File: src/rtl/bpt_pkg.sv
package bpt_pkg;

    localparam int PIX_W   = 24;
    localparam int CH_W    = 8;
    localparam int NUM_CH  = 3;
    localparam int SQ_W    = 18;
    localparam int NSQ_W   = 16;
    localparam int BOUND_W = 34;
    localparam int REM_W   = 16;

    localparam logic [PIX_W-1:0] KEY_BLACK   = 24'h000000;
    localparam logic [PIX_W-1:0] KEY_MAGENTA = 24'hFF00FF;

    // 3 * 255 * 255: the squared full-scale brightness times three.
    localparam logic [SQ_W-1:0] RMS_SCALE = 18'd195075;

    typedef enum logic [1:0] {
        CFG_TINT_RED   = 2'd0,
        CFG_TINT_GREEN = 2'd1,
        CFG_TINT_BLUE  = 2'd2,
        CFG_STEP_COUNT = 2'd3
    } cfg_index_t;

    typedef struct packed {
        logic             key;
        logic             zero;
        logic [PIX_W-1:0] pixel;
    } ctl_t;

    typedef struct packed {
        ctl_t               ctl;
        logic [BOUND_W-1:0] bound;
        logic [BOUND_W-1:0] acc;
        logic [CH_W-1:0]    t;
    } root_t;

    typedef struct packed {
        ctl_t                          ctl;
        logic [NUM_CH-1:0][REM_W-1:0]  rem;
        logic [NUM_CH-1:0][CH_W-1:0]   quo;
    } div_t;

endpackage

File: src/rtl/bpt_front.sv
module bpt_front
    import bpt_pkg::*;
(
    input  logic             clk,
    input  logic             rst_n,
    input  logic             valid_up,
    output logic             ready_up,
    input  logic [PIX_W-1:0] pixel,
    input  logic [CH_W-1:0]  step_count,
    output logic             valid_dn,
    input  logic             ready_dn,
    output root_t            data_dn
);

    logic              s1_valid_reg;
    ctl_t              s1_ctl_reg;
    ctl_t              s1_ctl_next;
    logic [SQ_W-1:0]   s1_sumsq_reg;
    logic [SQ_W-1:0]   s1_sumsq_next;
    logic [NSQ_W-1:0]  s1_nsq_reg;
    logic [NSQ_W-1:0]  s1_nsq_next;
    logic              s2_valid_reg;
    root_t             s2_data_reg;
    root_t             s2_data_next;
    logic              s1_ready;
    logic              s2_ready;
    logic [15:0]       sq_r;
    logic [15:0]       sq_g;
    logic [15:0]       sq_b;

    assign s2_ready = !s2_valid_reg || ready_dn;
    assign s1_ready = !s1_valid_reg || s2_ready;
    assign ready_up = s1_ready;

    always_comb
    begin
        sq_r = 16'(pixel[23:16]) * 16'(pixel[23:16]);
        sq_g = 16'(pixel[15:8]) * 16'(pixel[15:8]);
        sq_b = 16'(pixel[7:0]) * 16'(pixel[7:0]);
        s1_sumsq_next = 18'(sq_r) + 18'(sq_g) + 18'(sq_b);
        s1_nsq_next = 16'(step_count) * 16'(step_count);
        s1_ctl_next.key = (pixel == KEY_BLACK) || (pixel == KEY_MAGENTA);
        s1_ctl_next.zero = (step_count == '0);
        s1_ctl_next.pixel = pixel;
    end

    always_comb
    begin
        s2_data_next.ctl = s1_ctl_reg;
        s2_data_next.bound = BOUND_W'(s1_nsq_reg) * BOUND_W'(s1_sumsq_reg);
        s2_data_next.acc = '0;
        s2_data_next.t = '0;
    end

    always_ff @(posedge clk or negedge rst_n)
    begin
        if (!rst_n)
        begin
            s1_valid_reg <= 1'b0;
            s2_valid_reg <= 1'b0;
        end
        else
        begin
            if (s1_ready)
            begin
                s1_valid_reg <= valid_up;
            end
            if (s2_ready)
            begin
                s2_valid_reg <= s1_valid_reg;
            end
        end
    end

    always_ff @(posedge clk)
    begin
        if (s1_ready)
        begin
            s1_ctl_reg <= s1_ctl_next;
            s1_sumsq_reg <= s1_sumsq_next;
            s1_nsq_reg <= s1_nsq_next;
        end
        if (s2_ready)
        begin
            s2_data_reg <= s2_data_next;
        end
    end

    assign valid_dn = s2_valid_reg;
    assign data_dn = s2_data_reg;

endmodule

File: src/rtl/bpt_root_cell.sv
module bpt_root_cell
    import bpt_pkg::*;
(
    input  logic       clk,
    input  logic       rst_n,
    input  logic [2:0] bit_idx,
    input  logic       valid_up,
    output logic       ready_up,
    input  root_t      data_up,
    output logic       valid_dn,
    input  logic       ready_dn,
    output root_t      data_dn
);

    logic               valid_reg;
    root_t              data_reg;
    root_t              data_next;
    logic [15:0]        inc;
    logic [BOUND_W-1:0] cand;

    assign ready_up = !valid_reg || ready_dn;

    // Trying bit k on top of t adds 2^(k+1)*t + 4^k to t squared, so the
    // scaled square is kept as a running sum and never recomputed.
    always_comb
    begin
        inc = (16'(data_up.t) << (bit_idx + 3'd1)) + (16'd1 << {bit_idx, 1'b0});
        cand = data_up.acc + BOUND_W'(RMS_SCALE) * BOUND_W'(inc);
        data_next = data_up;
        if (cand <= data_up.bound)
        begin
            data_next.acc = cand;
            data_next.t = data_up.t | (8'd1 << bit_idx);
        end
    end

    always_ff @(posedge clk or negedge rst_n)
    begin
        if (!rst_n)
        begin
            valid_reg <= 1'b0;
        end
        else if (ready_up)
        begin
            valid_reg <= valid_up;
        end
    end

    always_ff @(posedge clk)
    begin
        if (ready_up)
        begin
            data_reg <= data_next;
        end
    end

    assign valid_dn = valid_reg;
    assign data_dn = data_reg;

endmodule

File: src/rtl/bpt_div_cell.sv
module bpt_div_cell
    import bpt_pkg::*;
(
    input  logic            clk,
    input  logic            rst_n,
    input  logic [2:0]      bit_idx,
    input  logic [CH_W-1:0] divisor,
    input  logic            valid_up,
    output logic            ready_up,
    input  div_t            data_up,
    output logic            valid_dn,
    input  logic            ready_dn,
    output div_t            data_dn
);

    logic             valid_reg;
    div_t             data_reg;
    div_t             data_next;
    logic [REM_W-1:0] dsh;

    assign ready_up = !valid_reg || ready_dn;

    // One restoring division step for each colour channel.
    always_comb
    begin
        dsh = 16'(divisor) << bit_idx;
        data_next = data_up;
        for (int c = 0; c < NUM_CH; c++)
        begin
            if (data_up.rem[c] >= dsh)
            begin
                data_next.rem[c] = data_up.rem[c] - dsh;
                data_next.quo[c] = data_up.quo[c] | (8'd1 << bit_idx);
            end
        end
    end

    always_ff @(posedge clk or negedge rst_n)
    begin
        if (!rst_n)
        begin
            valid_reg <= 1'b0;
        end
        else if (ready_up)
        begin
            valid_reg <= valid_up;
        end
    end

    always_ff @(posedge clk)
    begin
        if (ready_up)
        begin
            data_reg <= data_next;
        end
    end

    assign valid_dn = valid_reg;
    assign data_dn = data_reg;

endmodule

File: src/rtl/brightness_posterize_tint.sv
// Throughput: one item per cycle; each stage holds its item only while the
// stage after it is full and stalled, so bubbles close up under back-pressure.
// The brightness step comes from eight root cells and the tint scaling from
// eight division cells, one result bit per cell.
// Reset clears all valid flags; the tint resets to white and the step count to 1.
module brightness_posterize_tint
    import bpt_pkg::*;
(
    input  logic             clk,
    input  logic             rst_n,
    input  logic             in_valid,
    output logic             in_stall,
    input  logic [PIX_W-1:0] pixel_in,
    output logic             out_valid,
    input  logic             out_stall,
    output logic [PIX_W-1:0] pixel_out,
    output logic             passed_through,
    input  logic             cfg_wen,
    input  logic [1:0]       cfg_index,
    input  logic [CH_W-1:0]  cfg_data
);

    logic [CH_W-1:0] tint_red_reg;
    logic [CH_W-1:0] tint_green_reg;
    logic [CH_W-1:0] tint_blue_reg;
    logic [CH_W-1:0] step_count_reg;

    always_ff @(posedge clk or negedge rst_n)
    begin
        if (!rst_n)
        begin
            tint_red_reg <= 8'd255;
            tint_green_reg <= 8'd255;
            tint_blue_reg <= 8'd255;
            step_count_reg <= 8'd1;
        end
        else if (cfg_wen)
        begin
            unique case (cfg_index_t'(cfg_index))
                CFG_TINT_RED:   tint_red_reg <= cfg_data;
                CFG_TINT_GREEN: tint_green_reg <= cfg_data;
                CFG_TINT_BLUE:  tint_blue_reg <= cfg_data;
                CFG_STEP_COUNT: step_count_reg <= cfg_data;
                default: ;
            endcase
        end
    end

    logic  front_ready;
    logic  root_valid [0:8];
    logic  root_ready [0:8];
    root_t root_data  [0:8];

    bpt_front u_front (
        .clk        (clk),
        .rst_n      (rst_n),
        .valid_up   (in_valid),
        .ready_up   (front_ready),
        .pixel      (pixel_in),
        .step_count (step_count_reg),
        .valid_dn   (root_valid[0]),
        .ready_dn   (root_ready[0]),
        .data_dn    (root_data[0])
    );

    assign in_stall = !front_ready;

    for (genvar i = 0; i < 8; i++)
    begin : g_root
        bpt_root_cell u_cell (
            .clk      (clk),
            .rst_n    (rst_n),
            .bit_idx  (3'(7 - i)),
            .valid_up (root_valid[i]),
            .ready_up (root_ready[i]),
            .data_up  (root_data[i]),
            .valid_dn (root_valid[i+1]),
            .ready_dn (root_ready[i+1]),
            .data_dn  (root_data[i+1])
        );
    end

    // Scaling stage: the tint times the brightness step forms each dividend.
    logic div_valid [0:8];
    logic div_ready [0:8];
    div_t div_data  [0:8];
    logic scale_valid_reg;
    div_t scale_data_reg;
    div_t scale_data_next;

    assign root_ready[8] = !scale_valid_reg || div_ready[0];

    always_comb
    begin
        scale_data_next.ctl = root_data[8].ctl;
        scale_data_next.rem[2] = 16'(tint_red_reg) * 16'(root_data[8].t);
        scale_data_next.rem[1] = 16'(tint_green_reg) * 16'(root_data[8].t);
        scale_data_next.rem[0] = 16'(tint_blue_reg) * 16'(root_data[8].t);
        scale_data_next.quo = '0;
    end

    always_ff @(posedge clk or negedge rst_n)
    begin
        if (!rst_n)
        begin
            scale_valid_reg <= 1'b0;
        end
        else if (root_ready[8])
        begin
            scale_valid_reg <= root_valid[8];
        end
    end

    always_ff @(posedge clk)
    begin
        if (root_ready[8])
        begin
            scale_data_reg <= scale_data_next;
        end
    end

    assign div_valid[0] = scale_valid_reg;
    assign div_data[0] = scale_data_reg;

    for (genvar i = 0; i < 8; i++)
    begin : g_div
        bpt_div_cell u_cell (
            .clk      (clk),
            .rst_n    (rst_n),
            .bit_idx  (3'(7 - i)),
            .divisor  (step_count_reg),
            .valid_up (div_valid[i]),
            .ready_up (div_ready[i]),
            .data_up  (div_data[i]),
            .valid_dn (div_valid[i+1]),
            .ready_dn (div_ready[i+1]),
            .data_dn  (div_data[i+1])
        );
    end

    logic             out_valid_reg;
    logic [PIX_W-1:0] pixel_out_reg;
    logic [PIX_W-1:0] pixel_out_next;
    logic             passed_reg;

    assign div_ready[8] = !out_valid_reg || !out_stall;

    // Key colours and a zero step count leave the pixel as it came in.
    always_comb
    begin
        if (div_data[8].ctl.key || div_data[8].ctl.zero)
        begin
            pixel_out_next = div_data[8].ctl.pixel;
        end
        else
        begin
            pixel_out_next = {div_data[8].quo[2], div_data[8].quo[1], div_data[8].quo[0]};
        end
    end

    always_ff @(posedge clk or negedge rst_n)
    begin
        if (!rst_n)
        begin
            out_valid_reg <= 1'b0;
        end
        else if (div_ready[8])
        begin
            out_valid_reg <= div_valid[8];
        end
    end

    always_ff @(posedge clk)
    begin
        if (div_ready[8])
        begin
            pixel_out_reg <= pixel_out_next;
            passed_reg <= div_data[8].ctl.key;
        end
    end

    assign out_valid = out_valid_reg;
    assign pixel_out = pixel_out_reg;
    assign passed_through = passed_reg;

endmodule
File: config.mk
export PLATFORM = sky130hd
export DESIGN_NAME = brightness_posterize_tint
export DESIGN_NICKNAME = d
export VERILOG_FILES = /design/src/rtl/bpt_pkg.sv /design/src/rtl/bpt_front.sv /design/src/rtl/bpt_root_cell.sv /design/src/rtl/bpt_div_cell.sv /design/src/rtl/brightness_posterize_tint.sv
export SDC_FILE = /design/constraint.sdc
export NUM_CORES = 2
export LEC_CHECK = 0
export BUFFER_PORTS_ARGS = -buffer_cell sky130_fd_sc_hd__buf_2
export CORE_MARGIN = 10
export CORE_UTILIZATION = 25
export CTS_CLUSTER_DIAMETER = 80
export DETAILED_ROUTE_END_ITERATION = 10
export PLACE_DENSITY = 0.42
export SLEW_MARGIN = 20
export SYNTH_ARGS = -nofsm -noshare
export SYNTH_HDL_FRONTEND = slang
export SYNTH_SLANG_ARGS = --single-unit
File: constraint.sdc
create_clock -name clk -period 21.4 [get_ports clk]
set_clock_uncertainty 0.2 [all_clocks]
set_input_delay 4.28 -clock clk [delete_from_list [all_inputs] [get_ports clk]]
set_output_delay 4.28 -clock clk [all_outputs]
set_load 0.01 [all_outputs]
# Yosys cells after proc, flatten, opt, wreduce, memory -nomap -nowiden
# Index checks and enable logic that the tools add are counted.
# op_classes
addsub,37
n_reduce_logical,51
mux,29
order_cmp,32
eq_ne,4
n_mul,15
# ops
cell,n
$mux W16,21
$mux W42,6
$add A34 B34 Y34,7
$le A34 B34 Y1,7
$mul A18 B16 Y34 const A,7
$mul A8 B8 Y16,7
$ge A16 B10 Y1,3
$ge A16 B11 Y1,3
$ge A16 B12 Y1,3
$ge A16 B13 Y1,3
$ge A16 B14 Y1,3
$ge A16 B15 Y1,3
$ge A16 B8 Y1,3
$ge A16 B9 Y1,3
$sub A16 B10 Y16,3
$sub A16 B11 Y16,3
$sub A16 B12 Y16,3
$sub A16 B13 Y16,3
$sub A16 B14 Y16,3
$sub A16 B15 Y16,3
$sub A16 B9 Y16,3
$mux W40,1
$le A32 B34 Y1 const A,1
$mul A16 B18 Y34,1
other kinds (19),65
# word_totals
ff_bits,1755
out_inout_bits,27

# Logic depth before layout (Yosys ltp)
# depth
ltp_word,22
mapped_depth,34
ltp_nobuf,33

# Modules after synthesis
# Synthesis repeated with hierarchy kept, for this count alone.
# hier_totals
cells_unflattened,15814
hier_area_um2,171530.8
# by_module_without_submodules
module,cells_per_inst,area_each_um2,n_inst,seq_area_each_um2
bpt_root_cell (g_root[0].u_cell ...),1017,11109.4,4,3088.0
bpt_div_cell (g_div[0].u_cell ...),558,6301.0,7,2967.8
bpt_root_cell (g_root[5].u_cell ...),1079,11347.1,3,3088.0
bpt_front,2051,20489.7,1,3623.5
bpt_root_cell (g_root[4].u_cell),1042,11202.0,1,3088.0
brightness_posterize_tint,952,10949.3,1,3854.9
bpt_div_cell (g_div[4].u_cell),558,6303.5,1,2967.8

# Worst setup path before layout
# Ideal clock, no wire load.
# synth_timing
path_type,input to output
start,input port out_stall
end,output port in_stall
arrival_ns,11.247
path_stages,9
n_path_buf,0
setup_slack_ns,5.673
cell_sequence,and3_1 > nand3_1 > nor2_1 > and2_1 > and3_1 > and4_1 > nand4_1 > or2_2 > inv_1
# synth_via
elab_chain_len,22
# synth_rtl
item,line_no,rtl
"start, declared",brightness_posterize_tint.sv:15,"input logic out_stall,"
$logic_not A1 Y1,brightness_posterize_tint.sv:146,assign div_ready[8] = !out_valid_reg || !out_stall;
$logic_or A1 B1 Y1,brightness_posterize_tint.sv:146,
$logic_or A1 B1 Y1 (5 in series),bpt_div_cell.sv:21,assign ready_up = !valid_reg || ready_dn;
net g_div[2].u_cell.ready_dn,bpt_div_cell.sv:12,"input logic ready_dn,"
$logic_or A1 B1 Y1 (3 in series),bpt_div_cell.sv:21,
$logic_or A1 B1 Y1,brightness_posterize_tint.sv:91,assign root_ready[8] = !scale_valid_reg || div_ready[0];
$logic_or A1 B1 Y1 (8 in series),bpt_root_cell.sv:21,assign ready_up = !valid_reg || ready_dn;
$logic_or A1 B1 Y1,bpt_front.sv:31,assign s2_ready = !s2_valid_reg || ready_dn;
net u_front.s2_ready,bpt_front.sv:26,logic s2_ready;
$logic_or A1 B1 Y1,bpt_front.sv:32,assign s1_ready = !s1_valid_reg || s2_ready;
$logic_not A1 Y1,brightness_posterize_tint.sv:66,assign in_stall = !front_ready;
"end, declared",brightness_posterize_tint.sv:12,"output logic in_stall,"
# The timed path passes the listed nets, and every way through them passes these cells.

# Worst setup path in the final report
# Same ends and word-level chain as after synthesis.

==> impl_metrics.csv <==
group,metric,value,unit
floorplanning,die_y,651.0,µm
final_layout,area_growth,13.43,%
detailed_routing,vias,57930,
placement,placed_cells,13390,
clock_network,clock_sinks,1550,
synthesis,synth.area.top_cells,"edfxtp_1, ha_1, fa_1",
grt,grt_start_max_net_pins,91,
grt,grt_pass1_vias,62760,
floorplanning,boundaryPins,66,
synthesis,ys.flop_type,"edfxtp_1",
detailed_routing,drt_iter0_drc,2512,
synthesis,yosys.area.top_type,"edfxtp_1",
worst_hold_path,min_path_cells,0,
worst_hold_path,hold_path_end,"g_div[2].u_cell.data_dn[81]$_DFFE_PP_",
timing,fin_crit,13460,ps
synthesis,yosys_warnings,0,
floorplanning,dieArea,423800,µm²
synthesis,syn_avg_cell_area,12.20,µm²
clock_network,hold_buffers,0,
placement,hpwl,177.0,mm
placement,dp_slack,7721,ps
clock_network,cts_resized,0,
floorplanning,row_count,231,
setup_path,reg2reg_depth,28,
timing,slew_viol_final,0,
synthesis,synth_top_cell_area_share,45.19,%
final_layout,layout-drive-gt1-share,8.095,%
detailed_routing,drc,0,
final_layout,largest_reg_flops,652,
final_layout,finalNetCount,10130,
worst_hold_path,hp-start,"g_div[1].u_cell.data_dn[81]$_DFFE_PP_",
synthesis,synth.distinct_cells,88,
detailed_routing,firstDrtPassIters,7,
clock_network,path_clk_slew,60,ps
clock_network,postCtsSetupBuffers,0,
timing,relSlewSlack,30.04,%
detailed_routing,viasPerCell,4.217,
timing,final-setup-viol-count,0,
placement,finalWeightedCongestion,0.8032,
synthesis,yosysSeqAreaShare,46.53,%
setup_path,required,16920,ps
final_layout,layout.cells.non_filler,13740,
timing,fmax,74.31,MHz
clock_network,worstSkewPairLatency,910,ps
clock_network,cts_tree,"yes",
synthesis,synth_seq_cells,1550,
setup_path,path_class,"in -> out",
grt,grt_usage,10.75,%
synthesis,synth_cells,8159,
timing,hold_violations,0,
detailed_routing,ant_nets,0,
final_layout,nFillCells,40210,
floorplanning,start_util,25.12,%
final_layout,multiInputGateArea,48240,µm²
worst_hold_path,min-delay-path-class,"reg -> reg",
synthesis,synth_edf_count,1498,
synthesis,netlist_area,99530,µm²
clock_network,cts_max_level,4,
final_layout,seqCellArea,46320,µm²
floorplanning,die_w,651.0,µm
setup_path,cp.arrival,8980,ps
grt,grt_pass1_wl,365.5,mm
status,status,"complete, no violations",
placement,port_buffers,65,
timing,fin_ws,7943,ps
timing,setup_tns,0,ps
setup_path,worst_setup_path_end_kind,"primary output",
grt,grt_overflow_total,0,
setup_path,cp-start-kind,"input pin",
timing,holdWs,151.9,ps
setup_path,rrSetupSlack,12420,ps
clock_network,root_buffer,"clkbuf_16",
setup_path,critPathMaxFanout,62,
grt,antenna_found_initial,9,
job,cap_violations,0,
timing,fin_crit_sh,62.88,%
setup_path,reg2reg_from,"g_root[3].u_cell.data_dn[4]$_SDFFCE_PN1P_",
timing,rsz0062_at_grt,"no",
floorplanning,core_area,396300,µm²
synthesis,synthArstFlopShare,3.355,%
clock_network,numCtsBuffers,189,
detailed_routing,routed_wl,229.0,mm
clock_network,clk_path_buf_depth,4,
setup_path,timing.rr.end,"g_root[4].u_cell.data_dn[38]$_DFFE_PP_",
timing,tightest_slew,1049,ps
detailed_routing,wl_per_cell,16.67,µm
worst max-delay path by stage:
stage / startpoint / endpoint / slack (ps)
after floorplan: out_stall / in_stall / 5670
after global placement: out_stall / in_stall / 7810
after detailed placement: out_stall / in_stall / 7720
after CTS: out_stall / in_stall / 7700
after global routing: out_stall / in_stall / 7490
final: out_stall / in_stall / 7940
layout make-up:
class	instances	share of cell area [%]
tap	5242	5.810
inverter	1242	4.133
timing repair buffer	115	0.6483
clock buffer	222	4.418
clock inverter	115	1.218
multi-input combinational	5243	42.73
antenna	7	0.01552
sequential	1550	41.03
through the flow:
stage               cell area, µm²  util (%)
CTS                         112800     28.47
finish                      112900     28.49
global placement            106500     26.87
floorplan                    99540         -
global route                112900     28.49
detailed placement          106500     26.87
layer usage:
| layer | part of all wire (%) | global-route usage (%) | vias to the layer above | wire length (µm) |
|---|---|---|---|---|
| li1 | - | - | 28630 | - |
| met1 | 47 | 14.29 | 28300 | 107500 |
| met2 | 48 | 18.45 | 678 | 109200 |
| met3 | 2.9 | 1.417 | 321 | 6699 |
| met4 | 2.5 | 2.704 | 0 | 5623 |
| met5 | 0 | 0 | - | 0 |
critical path, cell delays in order:
cell and delay (ps):
buf_2 90, and3_1 420, nand3_4 420, nor2_1 680
and2_1 330, and3_1 390, and4_1 450, nand4_1 140
buf_4 370, or2_4 340, buf_4 390, inv_1 400
buf_2 200
logic make-up (layout without fill, tap and decap cells):
logic type,after synthesis,count (layout),synth area share [%]
buffers and inverters,1368,1694,5.188
adders and majority gates,1745,1745,26.43
DFF,1550,1550,46.53
xor gates and xnor gates,415,415,3.652
muxes,204,204,2.264
other,2,11,0.007545
AOI/OAI and AO/OA,1073,1073,6.860
and+or+nand+nor,1802,1802,9.064
placed cells by master (no fill, tap or decap), drive strengths merged, types with 19 or more instances in the layout:
cell type / instances
edfxtp: 1498
inv: 1249
ha: 1149
fa: 596
nand2: 548
nor2: 349
a21oi: 304
and2: 298
xnor2: 265
o21ai: 254
clkbuf: 222
a21o: 173
mux2: 169
xor2: 150
buf: 115
nor3: 93
nor2b: 87
nand2b: 85
clkinv: 74
nand4: 70
nand3: 68
o21a: 52
nor4: 43
o31ai: 42
mux2i: 35
a21boi: 34
or2: 34
a31oi: 31
a211oi: 31
dfrtp: 27
o21bai: 25
bufinv: 25
dfstp: 25
and3: 24
o211ai: 19
or3: 19
or4: 19
synthesized netlist by cell type (23+ instances only):
library cell,count
a21boi_0,34
xor2_1,150
and2_1,297
nand2_1,548
o31ai_1,42
nand2b_1,85
a211oi_1,30
dfrtp_1,27
nand4_1,70
inv_1,1237
nor2_1,348
o21bai_1,25
clkbuf_1,106
ha_1,1149
mux2i_1,35
nor3_1,93
and3_1,23
a21oi_1,304
mux2_2,169
o21ai_0,249
a21o_1,173
xnor2_1,265
edfxtp_1,1498
dfstp_2,25
fa_1,596
nor4_1,43
a31oi_1,31
o21a_1,52
or2_2,32
nand3_1,68
nor2b_1,87
Power is not shown: default switching activity piles up to over one toggle a cycle in this logic, so the estimate is an artifact.
